**src/sv/dc1d_ram.sv**
```systemverilog
// ----------------------------------------------------------------------------
// dc1d_ram
// single write port, single registered read port storage
// ----------------------------------------------------------------------------
module dc1d_ram #(
	parameter int DEPTH = 16,
	parameter int AW    = 4
) (
	input  logic          clk,
	input  logic          we,
	input  logic [AW-1:0] waddr,
	input  logic [15:0]   wdata,
	input  logic          re,
	input  logic [AW-1:0] raddr,
	output logic [15:0]   rdata
);

	logic [15:0] mem [DEPTH];

	always_ff @(posedge clk) begin
		if (we) begin
			mem[waddr] <= wdata;
		end
		if (re) begin
			rdata <= mem[raddr];
		end
	end

endmodule

```
**config.mk**
```make
export PLATFORM = sky130hd
export DESIGN_NAME = dc1d_ram
export DESIGN_NICKNAME = d
export VERILOG_FILES = /design/src/sv/dc1d_ram.sv
export SDC_FILE = /design/constraint.sdc
export NUM_CORES = 1
export LEC_CHECK = 0
export BUFFER_PORTS_ARGS = -buffer_cell sky130_fd_sc_hd__buf_2
export CAP_MARGIN = 0
export CORE_ASPECT_RATIO = 1.1
export CORE_MARGIN = 2
export CORE_UTILIZATION = 60
export CTS_BUF_LIST = sky130_fd_sc_hd__clkbuf_8
export DETAILED_ROUTE_END_ITERATION = 10
export PLACE_DENSITY = 0.89
export SYNTH_ARGS = -nofsm -noshare
export SYNTH_HDL_FRONTEND = slang
export SYNTH_SLANG_ARGS = --single-unit
```
**constraint.sdc**
```tcl
create_clock -name clk -period 3.14 [get_ports clk]
set_clock_uncertainty 0.1 [all_clocks]
set_input_delay 0.314 -clock clk [delete_from_list [all_inputs] [get_ports clk]]
set_output_delay 0.314 -clock clk [all_outputs]
set_load 0.02 [all_outputs]
```
After elaboration in Yosys (flattened, before gate mapping) --
Memory sizes are Yosys's and may differ from the RTL's. A register that Yosys moved wholly into a read port is not among the register bits. Cells that the tools add are included.
Cells by class: multiplexer cells 2
Operators by type and width (count):
- 1-bit two-way mux | 2
Storage, ports and cells: RAM bits 256, word-level logic and storage cells 3, input bits 27, output and inout bits 16, register bits 0, memories 1
Memories:
- mem | depth 16, bits a word 16, rd ports 1, clocked after memory_dff 1, write ports 1, RTL line 18 | logic [15:0] mem [DEPTH];

Logic depth before layout (Yosys ltp) --
Gate-level depths: netlist of the first run.
word-level depth 2, gate-level depth with buffers 5, depth with buffers taken out 3

Least setup slack after synthesis of the first run --
OpenSTA, ideal clock, no wires.
kind input to register, start point input port waddr[2], end point memory mem[0][0], enable pin, data required time 2.631 ns, path buffers 0, arrival 1.960 ns, cell stages on the path 2, library setup time 0.409 ns, slack 0.671 ns, cell sequence or3b_2 nor3_1
RTL lines:
- start, declared | RTL line 11 | input logic [AW-1:0] waddr,
- end, declared | RTL line 18
Straight into the memory's write port.

==> run summary, run 1 <==
Run status
* **result of the run** finished, final reports clean

Yosys
* **top area cells in the synthesized netlist** sky130_fd_sc_hd__edfxtp_1 (80%), sky130_fd_sc_hd__mux4_2 (12%), sky130_fd_sc_hd__mux4_1 (2.6%)
* **sequential cell area fraction in the yosys report** 80.0%
* **most common library cells after synthesis** sky130_fd_sc_hd__edfxtp_1 (272), sky130_fd_sc_hd__mux4_2 (54), sky130_fd_sc_hd__a22oi_1 (32), sky130_fd_sc_hd__nand2_1 (17), sky130_fd_sc_hd__nor2_1 (13)
* **Yosys warnings** 0
* **number of flip-flops and latches in the synthesized netlist** 272
* **post-synthesis instance area** 10200 sq um
* **share of the synthesized area in the top cell type** 80.0%
* **Synth async-reset ratio** 0%
* **Syn Area/Cell** 23.6 sq um
* **cell accounting for the most synthesized area** sky130_fd_sc_hd__edfxtp_1
* **count of distinct cell types in the synthesized netlist** 18
* **EDFF count, synth** 272
* **syn_nets** 459
* **Post-Synthesis Cells** 432
* **most frequently used cell type in the post-synthesis netlist** sky130_fd_sc_hd__edfxtp_1
* **leading register cell type out of synthesis** sky130_fd_sc_hd__edfxtp_1

Worst setup path
* **crit path cell chain** buf_4 > buf_12 > mux4_1 > a22oi_1 > nand2_1
* **slowest cell on the critical path** sky130_fd_sc_hd__mux4_1
* **Critical Path Start Type** input pin
* **kind of end point of the critical path** flop
* **buffer and inverter count on the worst path** 2
* **Worst EP required** 3.33 ns
* **Worst Path Class, Setup** in2reg
* **Top delay family on crit path** buffers and inverters
* **Crit. path cell count** 5
* **largest fanout of any net on the critical path** 27
* **Crit path arrival time** 2.00 ns
* **Worst Reg-to-Reg Cells** 3
* **Max stage delay on crit path** 0.62 ns

Placement
* **placer's final routability congestion estimate** 0.747
* **Area after DPL** 10800 sq um
* **HPWL after detailed placement** 11700 um
* **port bufs** 42

STA
* **Final Hold Fails** 0
* **number of pins exceeding their max-slew limit in the final report** 0
* **slew at the pin closest to its max-slew limit** 0.938 ns
* **post-layout min period** 1.80 ns
* **RSZ-0062 raised after global routing** false
* **final cycle utilization of the critical path** 57.4%
* **FMAX** 555 MHz
* **total negative slack** 0 ns
* **worst slew margin relative to its limit** 37.5%
* **Final setup violation count** 0

Clock network
* **CTS resizes** 0
* **Reg clk slew, reported paths** 0.07 ns
* **hold-fix buffers at CTS** 0
* **TritonCTS clock tree** done
* **Num Clock Sinks** 272
* **number of setup buffers added after CTS** 0
* **clock root buffer** sky130_fd_sc_hd__clkbuf_8
* **clk_lat worst skew** 0.56 ns
* **buffer levels on the longest clock path** 3
* **Inserted Clock Buffers** 41
* **level count of the clock H-tree** 2

Min path
* **number of stages on the worst hold path** 1
* **classification of the worst-slack hold path** in2reg

Global routing
* **grt total ovfl** 0
* **via count of the first global-routing pass** 5137
* **maximum number of pins on one net before global-route repair** 30
* **global-route wire length before repair** 31500 um
* **gr usage total** 24.7%
* **antenna violations before repair** 1

Route
* **number of violations reported at the end of detailed-routing iteration 0** 693
* **number of vias in the routed layout** 4928
* **average wire length per cell after detail routing** 27.8 um
* **1st-pass router iterations** 5
* **vias per std cell** 6.52
* **Post-route DRC** 0
* **remaining antenna violation count** 0
* **final wirelength** 21000 um

Finish
* **end-of-flow core utilization** 68.8%
* **cell area after layout** 11600 sq um
* **net total in the final layout** 547
* **share of cells above drive strength 1** 33.9%
* **synth-to-layout area growth** 13.4%
* **Filler Cell Count** 940
* **Diodes inserted** 0

Power and ir drop
* **cell area power density** 624 nW/um^2
* **total power** 7220 uW
* **worst vdd ir** 0.320 mV
* **leakage power summed over all cells** 0.00382 uW

Die
* **horizontal extent of the die** 128 um
* **initial core utilization** 60.6%
* **vertical die dimension** 141 um
* **top-level I/O count** 43
* **die area** 18100 sq um
* **total core area** 16800 sq um
* **row count** 50

Job
* **max-cap violations** 0

[power breakdown]
| group | switching, uW | internal (uW) |
|---|---|---|
| logic | 224 | 149 |
| clock network | 1310 | 1420 |
| registers | 24.9 | 4090 |
| total | 1560 | 5660 |
[cell usage in the layout, fill, tap and decap left out]
cell type	Yosys	final
sky130_fd_sc_hd__nand2_1	17	17
sky130_fd_sc_hd__nor3_2	0	4
sky130_fd_sc_hd__inv_1	0	7
sky130_fd_sc_hd__and2_1	1	1
sky130_fd_sc_hd__nand3_1	1	1
sky130_fd_sc_hd__nand3b_1	2	2
sky130_fd_sc_hd__a22oi_1	32	32
sky130_fd_sc_hd__buf_4	3	22
sky130_fd_sc_hd__mux4_2	54	54
sky130_fd_sc_hd__inv_6	0	1
sky130_fd_sc_hd__nand2b_1	2	2
sky130_fd_sc_hd__buf_12	0	3
sky130_fd_sc_hd__edfxtp_1	272	272
sky130_fd_sc_hd__clkbuf_8	0	42
sky130_fd_sc_hd__clkinvlp_4	0	1
sky130_fd_sc_hd__nor2_1	13	4
sky130_fd_sc_hd__clkinv_2	0	5
sky130_fd_sc_hd__inv_8	0	1
sky130_fd_sc_hd__mux4_1	10	10
sky130_fd_sc_hd__nor2_2	0	9
sky130_fd_sc_hd__clkinv_1	0	12
sky130_fd_sc_hd__nor2b_1	2	2
sky130_fd_sc_hd__or3b_2	1	1
sky130_fd_sc_hd__buf_2	3	41
sky130_fd_sc_hd__bufinv_16	0	2
[per-layer routing]
metal	GRT usage [%]	vias to the layer above	share of wire (%)
met3	5.62	59	9.2
met1	36.0	2525	38
met4	8.62	2	3.1
met2	37.8	313	49
li1	-	2029	-
met5	0	-	0.057
[final cells by class]
cell class	count	area, sq um	share of cell area (%)
Sequential cell	272	8170	70.6
Tap cell	208	260	2.25
Clock inverter	29	184	1.59
Clock buffer	42	578	4.99
Timing Repair Buffer	66	430	3.72
Multi-Input combinational cell	139	1950	16.9
[stage by stage]
step           std cells  setup WS, ns  hold slack [ns]
2_1_floorplan        432         0.671            0.313
3_3_place_gp         685         0.863            0.564
3_5_place_dp         685         0.739            0.589
4_1_cts              756          1.31          0.00848
5_1_grt              756          1.22           0.0328
6_report             756          1.34           0.0230
[final timing paths]
check / startpoint / end / slack (ns)
worst max-delay path: raddr[0] / rdata[4]$_DFFE_PP_ / 1.34
worst min-delay path: wdata[8] / mem[9][8]$_DFFE_PP_ / 0.02
worst max register to register: mem[1][0]$_DFFE_PP_ / rdata[0]$_DFFE_PP_ / 1.50
worst min register to register: mem[14][1]$_DFFE_PP_ / rdata[1]$_DFFE_PP_ / 0.64
[flip-flops by register name (all words and copies together), names as in the netlist]
register and flops:
rdata 16, mem 256
[worst reg2reg max path: stages, from the launching register on]
cell	delay, ns
sky130_fd_sc_hd__edfxtp_1	0.36
sky130_fd_sc_hd__mux4_1	0.53
sky130_fd_sc_hd__a22oi_1	0.29
sky130_fd_sc_hd__nand2_1	0.10
[cell families (layout without fill, tap and decap cells)]
family                 count (synthesis)  count (layout)  synth area share [%]
AOI/OAI and AO/OA                     32              32                  2.35
buffers and inverters                 21             137                  1.21
DFF                                  272             272                  80.0
muxes                                 64              64                  14.5
and+or+nand+nor                       43              43                  1.89
Note: power is estimated with default switching activity, not from simulation.
==> run 2, diff against run 1 <==
==> constraint.sdc (replaced) <==
create_clock -name clk -period 1.7 [get_ports clk]
set_clock_uncertainty 0.1 [all_clocks]
set_input_delay 0.17 -clock clk [delete_from_list [all_inputs] [get_ports clk]]
set_output_delay 0.17 -clock clk [all_outputs]
set_load 0.02 [all_outputs]
==> run summary, run 2 (same netlist as run 1, synthesis figures left out) <==
Clock network
* **buffer levels on the longest clock path** 3
* **hold-fix buffers at CTS** 16
* **clk_lat worst skew** 0.51 ns
* **Num Clock Sinks** 272
* **number of setup buffers added after CTS** 0
* **CTS resizes** 0
* **level count of the clock H-tree** 2
* **clock root buffer** sky130_fd_sc_hd__clkbuf_8
* **Reg clk slew, reported paths** 0.07 ns
* **Inserted Clock Buffers** 40
* **TritonCTS clock tree** done

Power and ir drop
* **clock power share** 35.7%
* **leakage power summed over all cells** 0.00400 uW
* **share of power burned in combinational logic** 6.0%
* **sequential share of power** 58.3%
* **Sw Pwr** 2770 uW
* **cell area power density** 1090 nW/um^2
* **worst vdd ir** 0.664 mV
* **switching share of total power** 21.2%
* **Int Pwr** 10300 uW

Global routing
* **global-route wire length before repair** 32500 um
* **gr usage total** 25.2%
* **via count of the first global-routing pass** 5316
* **grt total ovfl** 0
* **antenna violations before repair** 0
* **maximum number of pins on one net before global-route repair** 27

Worst setup path
* **CP startpoint** mem[1][7]$_DFFE_PP_
* **Worst Path Class, Setup** reg2reg
* **kind of end point of the critical path** flop
* **flop-to-flop setup slack** 0.06 ns
* **Critical Path Start Type** flop
* **worst setup path endpoint** rdata[7]$_DFFE_PP_
* **FF-to-FF End** rdata[7]$_DFFE_PP_
* **Worst EP required** 1.86 ns
* **Worst R2R Start** mem[1][7]$_DFFE_PP_
* **Worst Reg-to-Reg Cells** 3
* **largest fanout of any net on the critical path** 1
* **Crit path arrival time** 1.81 ns

Route
* **final wirelength** 22000 um
* **number of vias in the routed layout** 5100
* **1st-pass router iterations** 5
* **average wire length per cell after detail routing** 28.1 um
* **number of violations reported at the end of detailed-routing iteration 0** 711
* **remaining antenna violation count** 0
* **vias per std cell** 6.52
* **Post-route DRC** 0

Finish
* **leading cell types in the layout, fill and taps excluded** sky130_fd_sc_hd__edfxtp_1 (272), sky130_fd_sc_hd__mux4_2 (54), sky130_fd_sc_hd__clkbuf_8 (41), sky130_fd_sc_hd__buf_2 (41), sky130_fd_sc_hd__a22oi_1 (32)
* **end-of-flow core utilization** 71.1%
* **Filler Cell Count** 869
* **net total in the final layout** 576
* **share of cells above drive strength 1** 32.4%
* **Top Registers** mem (256), rdata (16)
* **leading cell type in the layout, fill and taps excluded** sky130_fd_sc_hd__edfxtp_1
* **max FFs per register** 256
* **Diodes inserted** 0
* **Top reg by flops** mem
* **synth-to-layout area growth** 17.3%

STA
* **worst slew margin relative to its limit** 61.5%
* **FMAX** 609 MHz
* **RSZ-0062 raised after global routing** false
* **number of pins exceeding their max-slew limit in the final report** 0
* **final cycle utilization of the critical path** 96.6%
* **total negative slack** 0 ns
* **WHS** 0.101 ns
* **post-layout min period** 1.64 ns
* **Final setup violation count** 0
* **slew at the pin closest to its max-slew limit** 0.578 ns
* **Final Hold Fails** 0

Die
* **initial core utilization** 60.6%
* **die area** 18100 sq um
* **vertical die dimension** 141 um
* **horizontal extent of the die** 128 um
* **top-level I/O count** 43
* **row count** 50
* **total core area** 16800 sq um

Placement
* **port bufs** 42
* **HPWL after detailed placement** 12100 um
* **placer's final routability congestion estimate** 0.735

Run status
* **result of the run** finished, final reports clean

Job
* **max-cap violations** 0

Min path
* **classification of the worst-slack hold path** in2reg

[run 2: worst max-delay path, stage by stage (launching register included)]
cell and delay [ns]:
sky130_fd_sc_hd__edfxtp_1 0.42, sky130_fd_sc_hd__mux4_1 0.59, sky130_fd_sc_hd__a22oi_1 0.20, sky130_fd_sc_hd__nand2_1 0.08
[run 2: layer usage]
layer	track usage [%]	vias to the layer above	share of wire [%]
li1	-	2089	-
met1	35.8	2587	36
met2	39.8	363	50
met3	5.54	61	11
met4	8.56	0	3.0
met5	0	-	0
[run 2: worst min-delay path by stage]
stage              start                    end  slack [ns]  depth (start not counted)
2_1_floorplan   wdata[0]    mem[0][0]$_DFFE_PP_        0.17                          0
3_3_place_gp    wdata[5]    mem[6][5]$_DFFE_PP_        0.43                          1
3_5_place_dp   wdata[11]  mem[11][11]$_DFFE_PP_        0.45                          1
4_1_cts               re     rdata[0]$_DFFE_PP_        0.08                          1
5_1_grt               re     rdata[8]$_DFFE_PP_        0.09                          1
6_report              re     rdata[8]$_DFFE_PP_        0.10                          1
[run 2: per-stage QoR]
stage,total power [uW],std cells,cell area [sq um],setup slack (ns)
floorplan,8140,432,10200,-0.205
global placement,8430,699,11100,-0.106
detailed placement,8490,699,11100,-0.180
CTS,13100,782,12000,0.0469
global route,13400,782,12000,0.0444
finish,13000,782,12000,0.0576
[run 2: area by class of cell]
class	count	area, sq um	area share [%]
clock inverters	26	128	1.07
multi-input cells	139	1940	16.2
repair buffers	96	908	7.59
clock buffers	41	564	4.71
flip-flops and latches	272	8170	68.2
well taps	208	260	2.17
[run 2: power by group through the flow]
stage / clock network [uW] / logic, uW / registers, uW
global route: 4960 / 833 / 7610
CTS: 4690 / 781 / 7600
global placement: 0 / 709 / 7720
floorplan: 0 / 368 / 7770
finish: 4660 / 784 / 7600
detailed placement: 0 / 746 / 7740
