**src/sv/dc1d_pkg.sv**
```systemverilog
// ----------------------------------------------------------------------------
// dc1d_pkg
// shared types and codes of the dilated 1d convolution engine
// ----------------------------------------------------------------------------
package dc1d_pkg;

	// command opcodes
	localparam logic [1:0] OP_LOAD_ACT  = 2'd0;
	localparam logic [1:0] OP_LOAD_WGT  = 2'd1;
	localparam logic [1:0] OP_LOAD_BIAS = 2'd2;
	localparam logic [1:0] OP_COMPUTE   = 2'd3;

	// configuration register indexes
	localparam logic [2:0] REG_IN_CH   = 3'd0;
	localparam logic [2:0] REG_OUT_CH  = 3'd1;
	localparam logic [2:0] REG_TAPS    = 3'd2;
	localparam logic [2:0] REG_DIL     = 3'd3;
	localparam logic [2:0] REG_PAD     = 3'd4;
	localparam logic [2:0] REG_IN_LEN  = 3'd5;
	localparam logic [2:0] REG_OUT_LEN = 3'd6;

	localparam int CFG_W  = 7;
	localparam int ACC_W  = 48;
	localparam int FRAC_W = 12;
	localparam int RES_CAP = 16;

	typedef struct packed {
		logic [1:0]         opcode;
		logic [11:0]        address;
		logic signed [15:0] load_value;
	} cmd_t;

	typedef struct packed {
		logic signed [15:0] result_value;
		logic [3:0]         channel_index;
		logic [3:0]         time_index;
		logic               saturated;
		logic               last;
	} res_t;

	typedef struct packed {
		logic [6:0] in_channels;
		logic [4:0] out_channels;
		logic [2:0] kernel_taps;
		logic [3:0] dilation_step;
		logic [4:0] pad_amount;
		logic [4:0] input_length;
		logic [4:0] output_length;
	} cfg_t;

	// one slot issued into the arithmetic pipe
	typedef struct packed {
		logic       init;
		logic       mac;
		logic       fin;
		logic       last;
		logic [3:0] t;
		logic [3:0] ch;
	} tag_t;

endpackage

```
**src/sv/dc1d_mac.sv**
```systemverilog
// ----------------------------------------------------------------------------
// dc1d_mac
// shared multiply-accumulate unit with rounding, saturation and result register
// ----------------------------------------------------------------------------
module dc1d_mac (
	input  logic               clk,
	input  logic               arst_n,
	input  dc1d_pkg::tag_t     tag_in,
	input  logic signed [15:0] wgt,
	input  logic signed [15:0] act,
	input  logic signed [15:0] bias,
	output logic               pipe_busy,
	output dc1d_pkg::res_t     result,
	output logic               strobe
);

	localparam int ACC_W = dc1d_pkg::ACC_W;
	localparam int Q_W   = ACC_W - dc1d_pkg::FRAC_W;

	dc1d_pkg::tag_t          tag_s1, tag_s2;
	logic signed [ACC_W-1:0] prod_s2;
	logic signed [ACC_W-1:0] acc_q;
	logic signed [31:0]      mul;
	logic signed [ACC_W-1:0] bias_ext;
	logic signed [Q_W-1:0]   q;
	logic signed [15:0]      q_sat;
	logic                    q_hi, q_lo;
	dc1d_pkg::res_t          res_q;
	logic                    strobe_q;

	assign mul      = wgt * act;
	assign bias_ext = {{(ACC_W - 16 - dc1d_pkg::FRAC_W){bias[15]}}, bias,
		{dc1d_pkg::FRAC_W{1'b0}}};

	// floor shift, then clip
	assign q     = Q_W'(acc_q >>> dc1d_pkg::FRAC_W);
	assign q_hi  = q > Q_W'(32767);
	assign q_lo  = q < -Q_W'(32768);
	assign q_sat = q_hi ? 16'sh7FFF : (q_lo ? -16'sh8000 : q[15:0]);

	assign pipe_busy = tag_s1.init | tag_s1.mac | tag_s1.fin
		| tag_s2.init | tag_s2.mac | tag_s2.fin;

	always_ff @(posedge clk or negedge arst_n) begin
		if (!arst_n) begin
			tag_s1   <= '0;
			tag_s2   <= '0;
			strobe_q <= 1'b0;
		end else begin
			tag_s1   <= tag_in;
			tag_s2   <= tag_s1;
			strobe_q <= tag_s2.fin;
		end
	end

	always_ff @(posedge clk) begin
		prod_s2 <= tag_s1.init ? bias_ext : ACC_W'(mul);
		if (tag_s2.init) begin
			acc_q <= prod_s2;
		end else if (tag_s2.mac) begin
			acc_q <= acc_q + prod_s2;
		end
		if (tag_s2.fin) begin
			res_q.result_value  <= q_sat;
			res_q.channel_index <= tag_s2.ch;
			res_q.time_index    <= tag_s2.t;
			res_q.saturated     <= q_hi | q_lo;
			res_q.last          <= tag_s2.last;
		end
	end

	assign result = res_q;
	assign strobe = strobe_q;

endmodule

```
**config.mk**
```make
export PLATFORM = sky130hd
export DESIGN_NAME = dc1d_mac
export DESIGN_NICKNAME = d
export VERILOG_FILES = /design/src/sv/dc1d_pkg.sv /design/src/sv/dc1d_mac.sv
export SDC_FILE = /design/constraint.sdc
export NUM_CORES = 1
export LEC_CHECK = 0
export ABC_AREA = 1
export BUFFER_PORTS_ARGS = -buffer_cell sky130_fd_sc_hd__clkbuf_2
export CORE_MARGIN = 5
export CORE_UTILIZATION = 30
export DETAILED_ROUTE_END_ITERATION = 10
export SETUP_SLACK_MARGIN = 0.02
export SLEW_MARGIN = 5
export SYNTH_ARGS = -nofsm -noshare
export SYNTH_HDL_FRONTEND = slang
export SYNTH_SLANG_ARGS = --single-unit
```
**constraint.sdc**
```tcl
create_clock -name clk -period 2.2 [get_ports clk]
set_input_delay 0.22 -clock clk [delete_from_list [all_inputs] [get_ports clk]]
set_output_delay 0.22 -clock clk [all_outputs]
set_load 0.02 [all_outputs]
```
; ---- Word level (Yosys, flattened, before mapping)
; Index checks and enable logic that the tools add are counted.
[totals]
regBits = 147
[classes]
mul = 1
reduce_logical = 1
bitwise = 6
magnitude_cmp = 2
n_addsub = 1
n_mux = 4
[op_table]
columns = cell, count
row1 = $mux 48, 3
row2 = $add 48x48->48, 1
row3 = $gt 36x16->1 const B, 1
row4 = $lt 36x16->1 const B, 1
row5 = $mul 16x16->32, 1
row6 = $mux 16, 1
row7 = $or 1x1->1, 6
row8 = $reduce_bool 2->1, 1

; ---- Logic depth before layout (Yosys ltp)
; Gate-level depths: netlist (run 1).
[depth]
depth_word = 5
mapped_depth = 29

; ---- Worst setup path before layout (run 1)
; No wires, ideal clock.
[synth_timing]
path_type = in2reg
start = input act[5]
end = register prod_s2[30]
stages = 22
slack_ps = -3648
setup_time_ps = 116
arrival_time_ps = 5731
path_cell_list = clkbuf_1 > clkbuf_1 > nand2_1 > fa_1 > inv_1 > fa_1 > fa_1 > fa_1 > inv_1 > fa_1 > fa_1 > inv_1 > ha_1 > inv_1 > nor3_1 > nand2_1 > nor4_1 > nand2_1 > nand2_1 > nand2_1 > nand3_1 > nand2_1
[synth_via]
elab_chain_cells = 2
[synth_lines]
columns = element, line
row1 = start: declaration, dc1d_mac.sv:10  ; input logic signed [15:0] act,
row2 = $mul 16x16->32, dc1d_mac.sv:31  ; assign mul = wgt * act;
row3 = $mux 48, dc1d_mac.sv:57  ; prod_s2 <= tag_s1.init ? bias_ext : ACC_W'(mul);
row4 = end signal: assignment, dc1d_mac.sv:57
row5 = end: declaration, dc1d_mac.sv:21  ; logic signed [ACC_W-1:0] prod_s2;
; Every way passes these cells.
; A chain may end at the register's enable or synchronous reset.

; ---- Final worst setup path (run 1)
[layout_timing]
start = input wgt[15]
end = register prod_s2[27]
[layout_via]
elab_chain_cells = 2
[layout_lines]
columns = element, line
row1 = start: declaration, dc1d_mac.sv:9  ; input logic signed [15:0] wgt,
row2 = $mul 16x16->32, dc1d_mac.sv:31
row3 = $mux 48, dc1d_mac.sv:57
; Every way passes these cells.

==> summary.txt, run 1 <==
die footprint -> 70,700 um2
Final GP Congestion -> 0.980
Top Metal Used -> met4
EDFF count, synth -> 74
CP arrival -> 5220 ps
Worst-path clk slew -> 70 ps
Max Clk Rate -> 204 MHz
Post-Synthesis Net Count -> 3,221
largest fanout of any net on the critical path -> 8
Post-Route Utilization -> 43.4%
via density per instance -> 4.49
std cell rows -> 93
delay of the slowest cell on the worst path -> 560 ps
DIE WIDTH -> 266 um
Antenna Violating Nets Remaining -> 0
leading cell types by total area after synthesis -> fa_1 (27%), nand2_1 (18%), inv_1 (14%)
pre-CTS setup slack -> -3290 ps
RSZ-0062 raised after global routing -> true
length of the first detailed-routing pass in iterations -> 5
launch point of the critical path -> wgt[15]
most repeated library cell on the critical path -> fa_1
Final Critical Period -> 4890 ps
global-route wire length before repair -> 97,600 um
GRT Util Overall -> 17.2%
initial antenna violation count -> 1
Die H -> 266 um
unique cell type count in the Yosys netlist -> 42
most common cell after layout, fill and taps aside -> nand2_1
initial core utilization -> 30.4%
clock tree from TritonCTS -> built
Synth-to-Final Area Change -> 42.9%
Setup Viol. Count Final -> 32
final hold viol count -> 0
Sum Neg Setup Slack -> -61,690 ps
Port Buf Inserts -> 89
pin count of the biggest net entering global routing -> 49
worst r2r src -> acc_q[19]
top library cells by usage in the layout, fill and taps aside -> nand2_1 (751), inv_1 (607), buf_4 (287)
main flop type after synthesis -> edfxtp_1
Clock Skews -> 14.0 ps
Critical Path Sink Type -> flip-flop
drt drc -> 0
clock root buffer -> clkbuf_16
required time at the endpoint of the critical path -> 2530 ps
outcome -> complete, but fails checks
Overflow after GRT -> 0
headroom to the max-slew limit -> 47.3%
post-synthesis cell type with the largest combined area -> fa_1
yosys synthesis warning count -> 0
Max Root-Sink Buffers -> 2
NumNets Final -> 3,632
delay-heaviest family, CP -> adder cells
post-route worst setup slack -> -2690 ps
I/O pin total -> 90
transition time of the tightest slew-check pin -> 789 ps
final WL -> 61,100 um
number of H-tree branching levels -> 4
number of clock sinks seen by CTS -> 131
number of buffers created by CTS -> 17
post-synthesis async set-or-reset flop share -> 19.1%
Synth Instances -> 2,767
vias in the first global route -> 18,600
wire length per cell -> 15.1 um
violations in the final reports -> setup timing
series of cell instances along the critical path -> buf_8 -> buf_6 -> nand2_2 -> inv_2 -> fa_1 -> buf_4 -> fa_2 -> buf_6 -> fa_1 -> fa_1 -> fa_1 -> inv_2 -> fa_1 -> inv_2 -> ha_4 -> nand2_4 -> nor2_4 -> inv_2 -> nor3_4 -> nand3_2 -> nand3_2 -> nand2_1 -> nand3_1 -> nand2_1
startpoint of the tightest hold check path -> bias[1]
metal1 wirelength -> 26,900 um
placeable core region -> 64,700 um2
period utilisation layout -> 222%
post-synthesis area per instance -> 7.10 um2
fraction of final layout cells sized beyond drive strength 1 -> 35.6%
met3 WL post-DR -> 3030 um
buffer and inverter count on the worst path -> 8
pins over their slew limit -> 0
drt initial violations -> 1,092
critical-path cell with the highest stage delay -> fa_1
kind of critical path -> primary input to flip-flop
post-synthesis register bit count -> 131
proportion of synthesized chip area in sequential cells -> 17.7%
vias after detailed routing -> 18,200
dpl hpwl -> 50,100 um
area of the mapped netlist -> 19,700 um2
max-cap violation count -> 0
Routed met2 length -> 29,700 um
Min Hold Slack -> 19.2 ps
portion of synthesized cell area occupied by the leading cell type -> 26.8%
antenna cell count -> 0
Setup crit start kind -> primary input
worst hold path class -> primary input to flip-flop
clock network latency to the later pin of the worst-skew pair -> 440 ps
==> cell usage after synthesis (25+ instances only) <==
master    instances
nand2_1         924
inv_1           721
fa_1            263
ha_1            129
nand3_1         125
nor2_1          115
edfxtp_1         74
a21oi_1          71
clkbuf_1         70
dfxtp_1          32
nand4_1          31
o21ai_0          26
dfrtp_1          25
==> flip-flops by register name, indices dropped and copies added, names as in the netlist <==
| name | cells |
|---|---|
| acc_q | 48 |
| prod_s2 | 32 |
| result | 26 |
| tag_s1 | 12 |
| tag_s2 | 12 |
| strobe | 1 |
==> worst min-delay path, stage by stage <==
cell and delay (ps):
clkbuf_2 100, nand2_1 50, nand2_1 50
==> area by class of cell <==
| type | instances | area (um2) |
|---|---|---|
| clock buffers | 18 | 429 |
| clock inverters | 14 | 166 |
| fillers | 6483 | 36600 |
| inverters | 739 | 2790 |
| multi-input cells | 1822 | 16100 |
| flip-flops and latches | 131 | 3490 |
| well taps | 855 | 1070 |
| repair buffers | 467 | 4070 |
==> metal layers <==
| layer | vias to the layer above | global-route usage [%] |
|---|---|---|
| met4 | 0 | 4.13 |
| met1 | 8730 | 23.2 |
| met2 | 393 | 29.5 |
| li1 | 8940 | - |
| met3 | 95 | 2.40 |
| met5 | - | 0 |
==> path summary, 6_finish.rpt <==
kind	endpoint	slack (ps)	cells after the start
setup reg to reg	acc_q[38]	-30	13
hold / removal	prod_s2[13]	20	3
min in group asynchronous	tag_s1[0]	320	2
max in group asynchronous	tag_s1[9]	1490	2
hold reg to reg	tag_s2[8]	340	0
setup / recovery	prod_s2[27]	-2690	24
==> timing repair <==
item	CTS	global route
gates cloned	2	0
hold endpoints to repair	39	0
gates resized for setup	343	353
setup endpoints to repair	61	67
pin swaps	158	152
hold buffers	15	0
setup buffers	42	39
==> cells by family after synthesis <==
family / synth area share [%]
simple gates: 27.4
buf+inv: 15.6
fa+ha+maj: 35.0
flops: 17.7
compound gates: 3.41
xor+xnor: 0.891
==> metrics by stage <==
stage,cell area [um2],std cells
final,28100,4046
after floorplan,20900,2767
after detailed placement,23900,3917
after CTS,26500,4007
after global placement,23900,3917
after global routing,28100,4046
Power of run 1 is left out: the tool's default activity adds up to more than one toggle a clock period on the data nets, which glitch-free logic cannot reach.
==> run 2, diff against run 1 <==
Settings changed: CORE_UTILIZATION 30 to 59, PLACE_DENSITY set to 0.8.
==> summary.txt, run 2 (synthesized netlist as in run 1, its figures left out) <==
endpoint of the most critical register-to-register path -> acc_q[33] (was acc_q[38])
wire length per cell -> 21.7 um (was 15.1 um)
worst hold path class -> primary input to flip-flop (unchanged)
vias after detailed routing -> 21,300 (was 18,200)
kind of critical path -> primary input to flip-flop (unchanged)
startpoint of the tightest hold check path -> bias[4] (was bias[1])
Critical Path Sink Type -> flip-flop (unchanged)
vias in the first global route -> 20,800 (was 18,600)
pin count of the biggest net entering global routing -> 49 (unchanged)
dpl hpwl -> 49,900 um (was 50,100 um)
number of clock sinks seen by CTS -> 131 (unchanged)
Min Hold Slack -> -4.07 ps (was 19.2 ps)
Routed met2 length -> 37,100 um (was 29,700 um)
std cell rows -> 66 (was 93)
drt drc -> 0 (unchanged)
largest fanout of any net on the critical path -> 3 (was 8)
register containing the most flip-flops in the final layout -> acc_q (unchanged)
clock root buffer -> clkbuf_16 (unchanged)
global-route wire length before repair -> 108,000 um (was 97,600 um)
top library cells by usage in the layout, fill and taps aside -> nand2_1 (689), inv_1 (592), buf_4 (315) (was nand2_1 (751), inv_1 (607), buf_4 (287))
Clock Skews -> 15.2 ps (was 14.0 ps)
final WL -> 79,900 um (was 61,100 um)
max-cap violation count -> 0 (unchanged)
DP Cell Count -> 3,537 (was 3,917)
NumNets Final -> 3,686 (was 3,632)
length of the first detailed-routing pass in iterations -> 10 (was 5)
required time at the endpoint of the critical path -> 2550 ps (was 2530 ps)
Final Critical Period -> 5270 ps (was 4890 ps)
clock network latency to the later pin of the worst-skew pair -> 470 ps (was 440 ps)
RSZ-0062 raised after global routing -> true (unchanged)
clock tree from TritonCTS -> built (unchanged)
via density per instance -> 5.77 (was 4.49)
Setup crit start kind -> primary input (unchanged)
path depth of the worst reg2reg path -> 13 (unchanged)
launch point of the critical path -> act[15] (was wgt[15])
Final GP Congestion -> 0.991 (was 0.980)
worst r2r src -> acc_q[15] (was acc_q[19])
Post-Route Utilization -> 88.1% (was 43.4%)
CP arrival -> 5620 ps (was 5220 ps)
pins over their slew limit -> 0 (unchanged)
met3 WL post-DR -> 9310 um (was 3030 um)
Hold Path End -> prod_s2[16] (was prod_s2[13])
initial core utilization -> 60.1% (was 30.4%)
number of H-tree branching levels -> 4 (unchanged)
headroom to the max-slew limit -> 43.8% (was 47.3%)
Synth-to-Final Area Change -> 46.6% (was 42.9%)
reg-to-reg setup timing slack -> -170 ps (was -30 ps)
metal1 wirelength -> 28,400 um (was 26,900 um)
Die H -> 193 um (was 266 um)
Sum Neg Setup Slack -> -68,730 ps (was -61,690 ps)
GRT Util Overall -> 37.4% (was 17.2%)
worst hold stages -> 3 (unchanged)
Max Clk Rate -> 190 MHz (was 204 MHz)
I/O pin total -> 90 (unchanged)
die footprint -> 37,100 um2 (was 70,700 um2)
flip-flop count of the largest register, all copies and words added -> 48 (unchanged)
DIE WIDTH -> 193 um (was 266 um)
Worst-path clk slew -> 70 ps (about the same)
post-route worst setup slack -> -3070 ps (was -2690 ps)
outcome -> complete, but fails checks (unchanged)
Port Buf Inserts -> 89 (unchanged)
Antenna Violating Nets Remaining -> 0 (unchanged)
number of buffers created by CTS -> 17 (unchanged)
Top Metal Used -> met5 (was met4)
drt initial violations -> 2,449 (was 1,092)
filler-free cell count of the finished design -> 3,687 (was 4,046)
delay of the slowest cell on the worst path -> 560 ps (about the same)
Overflow after GRT -> 0 (unchanged)
initial antenna violation count -> 2 (was 1)
most repeated library cell on the critical path -> fa_1 (unchanged)
placeable core region -> 32,700 um2 (was 64,700 um2)
violations in the final reports -> hold timing, setup timing (was setup timing)
critical-path cell with the highest stage delay -> fa_1 (unchanged)
most common cell after layout, fill and taps aside -> nand2_1 (unchanged)
final hold viol count -> 1 (was 0)
Setup Viol. Count Final -> 55 (was 32)
period utilisation layout -> 240% (was 222%)
transition time of the tightest slew-check pin -> 842 ps (was 789 ps)
Max Root-Sink Buffers -> 2 (unchanged)
fraction of final layout cells sized beyond drive strength 1 -> 40.8% (was 35.6%)
antenna cell count -> 0 (unchanged)
-- run 2: cell count changes in the layout (fill, tap and decap cells not counted), moves of 21 or more --
cell / change
nor2_1: -21
buf_6: +30
nand2_4: +21
buf_4: +28
nand2_2: +37
nand2_1: -62
-- run 2: worst max path at each step --
stage,end,slack (ps),cells past startpoint
floorplan,prod_s2[30],-2870,22
CTS,prod_s2[30],-2740,24
global placement,prod_s2[19],-3320,22
detailed placement,prod_s2[30],-3430,24
finish,prod_s2[30],-3070,26
global route,prod_s2[30],-3150,25
-- run 2: layout make-up --
cell class	count	area [um2]
clock buffer	17	425
clock inverter	15	210
fill	1581	3890
inverter	739	2800
multi-input combinational	1822	16800
sequential	131	3500
tap	442	553
timing repair buffer	521	4560
-- run 2: timing repair --
action,in CTS,in global routing
endpoints found under the setup margin,63,67
setup buffers,37,65
pin swaps,223,284
resized for setup,407,514
cloned,4,0
endpoints found under the hold margin,41,0
hold buffers,17,0
-- run 2: critical path, delay by kind of cell --
kind	cells	cell delay, ps
AOI/OAI and AO/OA	1	100
and+or+nand+nor	8	1000
buffers and inverters	10	780
adders and majority gates	7	3510
-- run 2: through the flow --
stage	setup WS (ps)	cell area (um2)
floorplan	-2870	20900
global placement	-3320	23600
detailed placement	-3430	23600
CTS	-2740	26500
global route	-3150	28800
finish	-3070	28800
-- run 2: per-layer routing --
metal  global-route usage, %  vias to the layer above
met3                    6.87                      464
met2                    61.1                     1596
met1                    51.1                    10200
met5                       0                        -
met4                    11.4                        4
li1                        -                     9052
Power of run 2 is left out for the same reason.
