`config.mk`:
```
export PLATFORM = sky130hd
export DESIGN_NAME = dc1d_seq
export DESIGN_NICKNAME = d
export VERILOG_FILES = /design/src/sv/dc1d_pkg.sv /design/src/sv/dc1d_seq.sv
export SDC_FILE = /design/constraint.sdc
export NUM_CORES = 1
export LEC_CHECK = 0
export ABC_AREA = 1
export BUFFER_PORTS_ARGS = -buffer_cell sky130_fd_sc_hd__clkbuf_2
export CAP_MARGIN = 40
export CORE_ASPECT_RATIO = 1.2
export CORE_UTILIZATION = 59
export CTS_CLUSTER_SIZE = 28
export DETAILED_ROUTE_END_ITERATION = 16
export GPL_TIMING_DRIVEN = 0
export PLACE_DENSITY = 0.86
export SETUP_SLACK_MARGIN = 0.15
export SYNTH_ARGS = -nofsm -noshare
export SYNTH_HDL_FRONTEND = slang
export SYNTH_SLANG_ARGS = --single-unit
```
`constraint.sdc`:
```
create_clock -name clk -period 4.05 [get_ports clk]
set_clock_uncertainty 0.05 [all_clocks]
set_input_delay 0.405 -clock clk [delete_from_list [all_inputs] [get_ports clk]]
set_output_delay 0.405 -clock clk [all_outputs]
set_load 0.01 [all_outputs]
```
`src/sv/dc1d_pkg.sv`:
```
// ----------------------------------------------------------------------------
// dc1d_pkg
// shared types and codes of the dilated 1d convolution engine
// ----------------------------------------------------------------------------
package dc1d_pkg;

	// command opcodes
	localparam logic [1:0] OP_LOAD_ACT  = 2'd0;
	localparam logic [1:0] OP_LOAD_WGT  = 2'd1;
	localparam logic [1:0] OP_LOAD_BIAS = 2'd2;
	localparam logic [1:0] OP_COMPUTE   = 2'd3;

	// configuration register indexes
	localparam logic [2:0] REG_IN_CH   = 3'd0;
	localparam logic [2:0] REG_OUT_CH  = 3'd1;
	localparam logic [2:0] REG_TAPS    = 3'd2;
	localparam logic [2:0] REG_DIL     = 3'd3;
	localparam logic [2:0] REG_PAD     = 3'd4;
	localparam logic [2:0] REG_IN_LEN  = 3'd5;
	localparam logic [2:0] REG_OUT_LEN = 3'd6;

	localparam int CFG_W  = 7;
	localparam int ACC_W  = 48;
	localparam int FRAC_W = 12;
	localparam int RES_CAP = 16;

	typedef struct packed {
		logic [1:0]         opcode;
		logic [11:0]        address;
		logic signed [15:0] load_value;
	} cmd_t;

	typedef struct packed {
		logic signed [15:0] result_value;
		logic [3:0]         channel_index;
		logic [3:0]         time_index;
		logic               saturated;
		logic               last;
	} res_t;

	typedef struct packed {
		logic [6:0] in_channels;
		logic [4:0] out_channels;
		logic [2:0] kernel_taps;
		logic [3:0] dilation_step;
		logic [4:0] pad_amount;
		logic [4:0] input_length;
		logic [4:0] output_length;
	} cfg_t;

	// one slot issued into the arithmetic pipe
	typedef struct packed {
		logic       init;
		logic       mac;
		logic       fin;
		logic       last;
		logic [3:0] t;
		logic [3:0] ch;
	} tag_t;

endpackage

```
`src/sv/dc1d_seq.sv`:
```
// ----------------------------------------------------------------------------
// dc1d_seq
// sequencer: walks output steps, input channels and taps, issues reads and slots
// ----------------------------------------------------------------------------
module dc1d_seq #(
	parameter int MAX_IN_CH  = 64,
	parameter int MAX_OUT_CH = 16,
	parameter int MAX_LEN    = 16,
	parameter int MAX_TAPS   = 4
) (
	input  logic           clk,
	input  logic           arst_n,
	input  logic           go,
	input  logic [11:0]    go_oc,
	input  dc1d_pkg::cfg_t cfg,
	input  logic           pipe_busy,
	output logic           busy,
	output dc1d_pkg::tag_t tag,
	output logic           act_re,
	output logic [((MAX_IN_CH*MAX_LEN > 1) ? $clog2(MAX_IN_CH*MAX_LEN) : 1)-1:0] act_addr,
	output logic           wgt_re,
	output logic [((MAX_OUT_CH*MAX_IN_CH*MAX_TAPS > 1) ?
		$clog2(MAX_OUT_CH*MAX_IN_CH*MAX_TAPS) : 1)-1:0] wgt_addr,
	output logic           bias_re,
	output logic [((MAX_OUT_CH > 1) ? $clog2(MAX_OUT_CH) : 1)-1:0] bias_addr
);

	localparam int ACT_DEPTH = MAX_IN_CH * MAX_LEN;
	localparam int WGT_DEPTH = MAX_OUT_CH * MAX_IN_CH * MAX_TAPS;
	localparam int ACT_AW    = (ACT_DEPTH > 1) ? $clog2(ACT_DEPTH) : 1;
	localparam int WGT_AW    = (WGT_DEPTH > 1) ? $clog2(WGT_DEPTH) : 1;
	localparam int OCW       = (MAX_OUT_CH > 1) ? $clog2(MAX_OUT_CH) : 1;
	localparam int ICNW      = $clog2(MAX_IN_CH + 1);
	localparam int OCNW      = $clog2(MAX_OUT_CH + 1);
	localparam int KNW       = $clog2(MAX_TAPS + 1);
	localparam int LIW       = $clog2(MAX_LEN + 1);
	localparam int LO_MAX    = (MAX_LEN < dc1d_pkg::RES_CAP) ? MAX_LEN : dc1d_pkg::RES_CAP;
	localparam int POS_W     = $clog2(MAX_LEN + MAX_TAPS * 16 + 48) + 1;

	localparam logic [2:0] S_IDLE  = 3'd0;
	localparam logic [2:0] S_MUL1  = 3'd1;
	localparam logic [2:0] S_MUL2  = 3'd2;
	localparam logic [2:0] S_INIT  = 3'd3;
	localparam logic [2:0] S_RUN   = 3'd4;
	localparam logic [2:0] S_FIN   = 3'd5;
	localparam logic [2:0] S_DRAIN = 3'd6;

	logic [2:0]              state_q;
	logic [OCW-1:0]          oc_q;
	logic [4:0]              t_q;
	logic [ICNW-1:0]         ic_q;
	logic [KNW-1:0]          k_q;
	logic signed [POS_W-1:0] pos_q;
	logic [WGT_AW-1:0]       wptr_q, wbase_q;
	logic [ACT_AW:0]         abase_q;

	logic [ICNW-1:0]         ic_n;
	logic [OCNW-1:0]         oc_n;
	logic [KNW-1:0]          k_n;
	logic [LIW-1:0]          li;
	logic [4:0]              lo;
	logic signed [POS_W-1:0] pos_start, dil;
	logic                    pos_ok, k_last, ic_last, t_last, oc_ok;

	// register values beyond the supported size are clamped
	assign ic_n = (32'(cfg.in_channels) > 32'(MAX_IN_CH)) ? ICNW'(MAX_IN_CH)
		: ICNW'(cfg.in_channels);
	assign oc_n = (32'(cfg.out_channels) > 32'(MAX_OUT_CH)) ? OCNW'(MAX_OUT_CH)
		: OCNW'(cfg.out_channels);
	assign k_n  = (32'(cfg.kernel_taps) > 32'(MAX_TAPS)) ? KNW'(MAX_TAPS)
		: KNW'(cfg.kernel_taps);
	assign li   = (32'(cfg.input_length) > 32'(MAX_LEN)) ? LIW'(MAX_LEN)
		: LIW'(cfg.input_length);
	assign lo   = (32'(cfg.output_length) > 32'(LO_MAX)) ? 5'(LO_MAX) : cfg.output_length;

	assign pos_start = $signed(POS_W'(t_q)) - $signed(POS_W'(cfg.pad_amount));
	assign dil       = $signed(POS_W'(cfg.dilation_step));
	assign pos_ok    = !pos_q[POS_W-1] && (pos_q < $signed(POS_W'(li)));
	assign k_last    = (k_q + KNW'(1)) == k_n;
	assign ic_last   = (ic_q + ICNW'(1)) == ic_n;
	assign t_last    = (t_q + 5'd1) == lo;
	assign oc_ok     = (32'(go_oc) < 32'(oc_n)) && (lo != 5'd0);

	assign busy = state_q != S_IDLE;

	always_comb begin
		tag       = '0;
		tag.t     = 4'(t_q);
		tag.ch    = 4'(oc_q);
		act_re    = 1'b0;
		wgt_re    = 1'b0;
		bias_re   = 1'b0;
		act_addr  = ACT_AW'(abase_q) + ACT_AW'($unsigned(pos_q));
		wgt_addr  = wptr_q;
		bias_addr = oc_q;
		case (state_q)
			S_INIT: begin
				tag.init = 1'b1;
				bias_re  = 1'b1;
			end
			S_RUN: begin
				tag.mac = pos_ok;
				act_re  = pos_ok;
				wgt_re  = pos_ok;
			end
			S_FIN: begin
				tag.fin  = 1'b1;
				tag.last = t_last;
			end
			default: begin
			end
		endcase
	end

	always_ff @(posedge clk or negedge arst_n) begin
		if (!arst_n) begin
			state_q <= S_IDLE;
		end else begin
			case (state_q)
				S_IDLE: begin
					if (go && oc_ok) begin
						state_q <= S_MUL1;
					end
				end
				S_MUL1:  state_q <= S_MUL2;
				S_MUL2:  state_q <= S_INIT;
				S_INIT: begin
					state_q <= (ic_n != '0 && k_n != '0) ? S_RUN : S_FIN;
				end
				S_RUN: begin
					if (k_last && ic_last) begin
						state_q <= S_FIN;
					end
				end
				S_FIN: begin
					state_q <= t_last ? S_DRAIN : S_INIT;
				end
				S_DRAIN: begin
					if (!pipe_busy) begin
						state_q <= S_IDLE;
					end
				end
				default: state_q <= S_IDLE;
			endcase
		end
	end

	always_ff @(posedge clk) begin
		case (state_q)
			S_IDLE: begin
				oc_q <= OCW'(go_oc);
				t_q  <= 5'd0;
			end
			S_MUL1: wbase_q <= WGT_AW'(oc_q) * WGT_AW'(ic_n);
			S_MUL2: wbase_q <= wbase_q * WGT_AW'(k_n);
			S_INIT: begin
				ic_q    <= '0;
				k_q     <= '0;
				pos_q   <= pos_start;
				wptr_q  <= wbase_q;
				abase_q <= '0;
			end
			S_RUN: begin
				wptr_q <= wptr_q + WGT_AW'(1);
				if (k_last) begin
					k_q     <= '0;
					ic_q    <= ic_q + ICNW'(1);
					abase_q <= abase_q + (ACT_AW + 1)'(li);
					pos_q   <= pos_start;
				end else begin
					k_q   <= k_q + KNW'(1);
					pos_q <= pos_q + dil;
				end
			end
			S_FIN: begin
				t_q <= t_q + 5'd1;
			end
			default: begin
			end
		endcase
	end

endmodule

```
# Word level (Yosys, flattened, before mapping)
# Cells that the tools add are included.
# Widths: inputs -> output; s select.
# totals
ff_bits	65
output_inout_bits	42
input_bits	50
# classes
eq_ne	13
n_lt_le_gt_ge	7
muxes	25
n_reduce_logical	16
mul	2
n_addsub	8
# ops
cell	count
$pmux 12 s2	2
$pmux 11 s2	1
$pmux 3 s7	1
$mux 3	6
$pmux 8 s2	1
$gt 5x5->1 const B	3
$mux 5	3
$mux 7	2
$pmux 7 s2	1
$add 12x1->12 const B	1
$lt 12x5->1	1
$mul 12x3->12	1
$add 11x5->11	1
$mul 4x7->11	1
$mux 11	1
$add 10x8->10	1
$pmux 5 s2	1
$eq 3x3->1 const B	3
$add 8x5->8	1
$lt 8x6->1	1
$mux 8	1
$ne 2x2->1 const B	4
$add 7x1->7 const B	1
$eq 7x7->1	1
21 further kinds	31

# Longest topological paths before layout
# depth
depth_word	7
ltp_mapped	20

# Worst setup path before layout
# No wires, ideal clock.
# synth_timing
kind	input to register
from	input cfg[31] in the netlist's numbering
to	register wbase_q[8] (data pin)
n_path_buf	0
arrival_ps	3218
setup_slack_ps	524
setup_time_ps	258
stages	18
path_cell_list	nor2_1 > nand3_1 > nand2_2 > nand3_1 > fa_1 > inv_1 > fa_1 > inv_1 > fa_1 > nor2_1 > o21ai_0 > nand2_1 > nand2_1 > nand2_1 > a21oi_1 > and2_1 > o21ai_0 > nand2_1
# synth_between
elab_chain_cells	4
# synth_rtl
item	line_no	source
start: declaration	dc1d_seq.sv:15	input dc1d_pkg::cfg_t cfg,
$gt 7x7->1	dc1d_seq.sv:66	assign ic_n = (32'(cfg.in_channels) > 32'(MAX_IN_CH)) ? ICNW'(MAX_IN_CH)
$mux 7 (*)	dc1d_seq.sv:66	
$mul 4x7->11 (*)	dc1d_seq.sv:154	S_MUL1: wbase_q <= WGT_AW'(oc_q) * WGT_AW'(ic_n);
$pmux 12 s2 (*)	dc1d_seq.sv:149	case (state_q)
end signal: assignment	dc1d_seq.sv:154	
end signal: assignment	dc1d_seq.sv:155	S_MUL2: wbase_q <= wbase_q * WGT_AW'(k_n);
end: declaration	dc1d_seq.sv:54	logic [WGT_AW-1:0] wptr_q, wbase_q;
# Every way passes the cells marked *; elsewhere a longest branch is shown, timed or not.
# A chain may end at the register's enable or synchronous reset.

# Final worst setup path
# Same ends and word-level chain as after synthesis.

==> results.txt <==
----------------------------------------------------
[Status]
  Status ... finished, final reports clean

[Timing]
  Final number of hold-violating endpoints ... 0
  Fraction of the cycle the final worst path needs ... 0.884
  Max Transition Viols Final ... 0
  Final setup slack of the worst path ... 0.469 ns
  Setup tns final ... 0 ns
  Fmax achieved ... 279 MHz
  Actual transition at the worst max-transition pin ... 0.806 ns
  RSZ-0062 raised after global routing ... false
  Clock period minus worst slack ... 3.58 ns
  Worst slew margin relative to its limit ... 0.461
  Final setup violation count ... 0

[Die]
  Number of cell rows ... 40
  Initial core utilization ... 0.611
  Die W ... 95.4 µm
  Floorplan core area ... 10100 µm²
  DIE HEIGHT ... 114 µm
  IO Count ... 92
  Die area ... 10900 µm²

[Placement]
  Number of port buffers ... 90
  Placed wire-length estimate after detailed placement ... 10700 µm
  Number of placed instances with taps included ... 1027
  Global placement routability congestion ... 0.897
  Placement-stage worst setup slack ... 0.107 ns

[Global route]
  Antenna violations before repair ... 0
  Met2 usage in global routing ... 0.474
  Total gr overflow ... 0
  M3 GR Usage ... 0.0527
  Largest net degree at the start of global routing ... 18
  GRT Resource Usage Total ... 0.270
  Layer with the highest usage ... met2
  Met1 capacity usage during global routing ... 0.324
  Global-route wire length before repair ... 22900 µm
  Number of global-route vias before repair ... 5349

[Yosys]
  Share of the synthesized area in the top cell type ... 0.297
  Number of synthesized flops with an enable pin ... 61
  Yosys synthesis warning count ... 0
  Mean cell area of the mapped netlist ... 7.63 µm²
  Most used flip-flop cell after synthesis ... edfxtp_1
  Proportion of synthesized chip area in sequential cells ... 0.309
  Cells after synthesis ... 809
  Most numerous cell in the Yosys netlist ... nand2_1
  Post-Synthesis Net Count ... 942
  Largest cells by area after synthesis ... edfxtp_1 (30%), ha_1 (12%), nand2_1 (12%)
  Total of flip-flops plus latches after synthesis ... 64
  Share of synthesized registers carrying an async set or reset ... 0.0469
  Summed instance area of the synthesized netlist ... 6170 µm²
  Yosys cell types ... 42
  Biggest area consumer among synthesized cells ... edfxtp_1
  Top post-synthesis cells by count ... nand2_1 (190), inv_1 (128), nor2_1 (92), edfxtp_1 (61), ha_1 (59)

[Clocking]
  CTS tree ... done
  Buffer depth of the longest clock path ... 2
  H-tree lvl count ... 3
  Clock network latency to the later pin of the worst-skew pair ... 0.34 ns
  Clock tree sinks ... 64
  Clock Root Buffer ... clkbuf_16
  Register clock-pin slew on the reported worst setup and hold paths ... 0.06 ns
  Clock buffers created by TritonCTS ... 9
  Post-CTS Repair Setup Buffers ... 0

[Critical path]
  Worst setup endpoint ... wbase_q[8]$_DFFE_PP_
  Critical Path Source Type ... input pin
  Crit Path Category ... in2reg
  Critical Path Slowest Stage Cell ... fa_1
  Top Family by Delay on Critical Path ... adder cells
  Maximum fanout count along the critical path ... 9
  Worst Reg-to-Reg Cells ... 17
  Startpoint of the worst setup timing path ... cfg[31]
  Sequence of cells on the critical path ... clkbuf_2, nor2_1, nand3_2, nand2_4, nand3_1, fa_1, inv_1, fa_1, inv_1, fa_1, nor2_1, o21ai_0, nand2_1, nand2_1, nand2_1, a21oi_1, and2_1, o21ai_0, nand2_1
  Critical Path End Type ... flip-flop
  Crit path largest cell delay ... 0.56 ns
  Flop-to-flop setup slack ... 0.55 ns
  WP data arrival ... 3.61 ns
  RR Startpoint ... bias_addr[3]$_DFFE_PP_
  Critical path data required time ... 4.08 ns
  Worst reg2reg path endpoint ... wbase_q[8]$_DFFE_PP_
  WP buf/inv ... 3
  Most frequent cell on the critical path ... nand2_1
  Logic depth of the worst path, buffers included ... 19

[Power and ir drop]
  Fraction of power consumed by combinational cells ... 0.523
  Switching fraction of total power ... 0.436
  Internal power ... 2.60 mW
  Static power due to leakage ... 3.64 nW
  P per Cell Area ... 646 nW/µm²
  Net switching power figure ... 2.01 mW
  Sequential group share of total power ... 0.301
  Tot Pwr ... 4.61 mW
  Power share of the clock group ... 0.176
  Max IR drop VDD ... 0.314 mV

[Drt]
  Via density per instance ... 5.36
  Routed WL per cell ... 12.9 µm
  Total via count after detailed routing ... 5592
  Pre-antenna DRT Iters ... 6
  Remaining number of nets flagged by the antenna check after routing ... 0
  Total length of routed wires ... 13500 µm
  # DRC ... 0
  Violation count after the first detailed-routing iteration ... 433

[Job]
  Number of violations of the max-capacitance limit ... 0

[Layout]
  Layout cell share with drive strength beyond 1 ... 0.151
  Synth-to-Final Area Change ... 15.6%
  Core occupancy in the finished layout ... 0.706
  Filler-free cell count of the finished design ... 1044
  N_diodes ... 0
  # nets final ... 1046

[Worst hold path]
  Worst hold path class ... in2reg

----------------------------------------------------
[through the flow]
step	instance area (µm²)	hold slack [ns]
2_1_floorplan	6170	0.0594
3_3_place_gp	6780	0.164
3_5_place_dp	6800	0.165
4_1_cts	7120	0.200
5_1_grt	7130	0.200
6_report	7130	0.201
[power by group through the flow]
stage	clock network [mW]	registers [mW]	logic, mW
floorplan	0	1.35	1.73
global placement	0	1.39	2.28
detailed placement	0	1.39	2.39
CTS	0.810	1.39	2.42
global route	0.841	1.42	2.79
finish	0.810	1.39	2.41
[cells in the final DEF, fill, tap and decap left out, types with 8 or more instances in the layout]
master / n
nand2_1: 190
inv_1: 128
nor2_1: 92
clkbuf_2: 90
edfxtp_1: 61
ha_1: 59
nand3_1: 48
a21oi_1: 47
o21ai_0: 36
fa_1: 24
xor2_1: 23
buf_4: 14
nand4_1: 10
xnor2_1: 10
clkbuf_1: 9
clkbuf_16: 9
o21ai_1: 8
[worst reg2reg max path, cell delays in order, from the launching register on]
cell	delay, ns
edfxtp_1	0.48
inv_1	0.19
nor2_1	0.09
fa_1	0.53
inv_1	0.05
fa_1	0.53
inv_1	0.05
ha_1	0.33
inv_1	0.07
nor2_1	0.04
o21ai_0	0.14
nand2_1	0.11
nand2_1	0.10
nand2_1	0.05
a21oi_1	0.14
nor2_1	0.05
o21ai_0	0.16
nand2_1	0.07
[final cells by class]
cell class              count  area [µm²]
fillers                   831        2980
clock inverters             2        37.5
inverters                 133         499
well taps                 126         158
repair buffers             93         483
multi-input cells         590        3640
flip-flops and latches     64        1910
plain buffers              22         134
clock buffers              14         274
[cells by family (layout without fill, tap and decap cells)]
| group | after synthesis | count (layout) | share of synthesized area |
|---|---|---|---|
| DFF | 64 | 64 | 0.309 |
| and+or+nand+nor | 362 | 362 | 0.244 |
| muxes | 2 | 2 | 0.00324 |
| adders and majority gates | 83 | 83 | 0.197 |
| AOI/OAI and AO/OA | 110 | 110 | 0.0971 |
| xor gates and xnor gates | 33 | 33 | 0.0468 |
| buffers and inverters | 155 | 264 | 0.103 |
[how the worst min path moves through the flow]
stage	start	end	slack, ns	cells past startpoint
after floorplan	arst_n	state_q[0]$_DFFE_PN0P_	0.06	0
after global placement	arst_n	state_q[0]$_DFFE_PN0P_	0.16	1
after global routing	go_oc[0]	bias_addr[0]$_DFFE_PP_	0.20	1
after detailed placement	arst_n	state_q[0]$_DFFE_PN0P_	0.16	1
final	go_oc[0]	bias_addr[0]$_DFFE_PP_	0.20	1
after CTS	go_oc[0]	bias_addr[0]$_DFFE_PP_	0.20	1
[layer usage]
layer	part of all wire	vias up
met5	0	-
met2	0.50	186
met4	0.024	0
met1	0.42	2542
met3	0.059	30
li1	-	2834
[flip-flops by register name (all words and copies together) (netlist names)]
signal,cells
wgt_addr,12
wbase_q,12
k_q,3
ic_q,7
t_q,5
pos_q,8
bias_addr,4
state_q,3
abase_q,10
[repair_timing]
item                                   in CTS  in global routing
endpoints found under the hold margin       3                  0
setup endpoints to repair                   0                  1
gates resized for setup                     0                  2
hold buffers                                1                  0
Power figures use the tool's default switching activity.
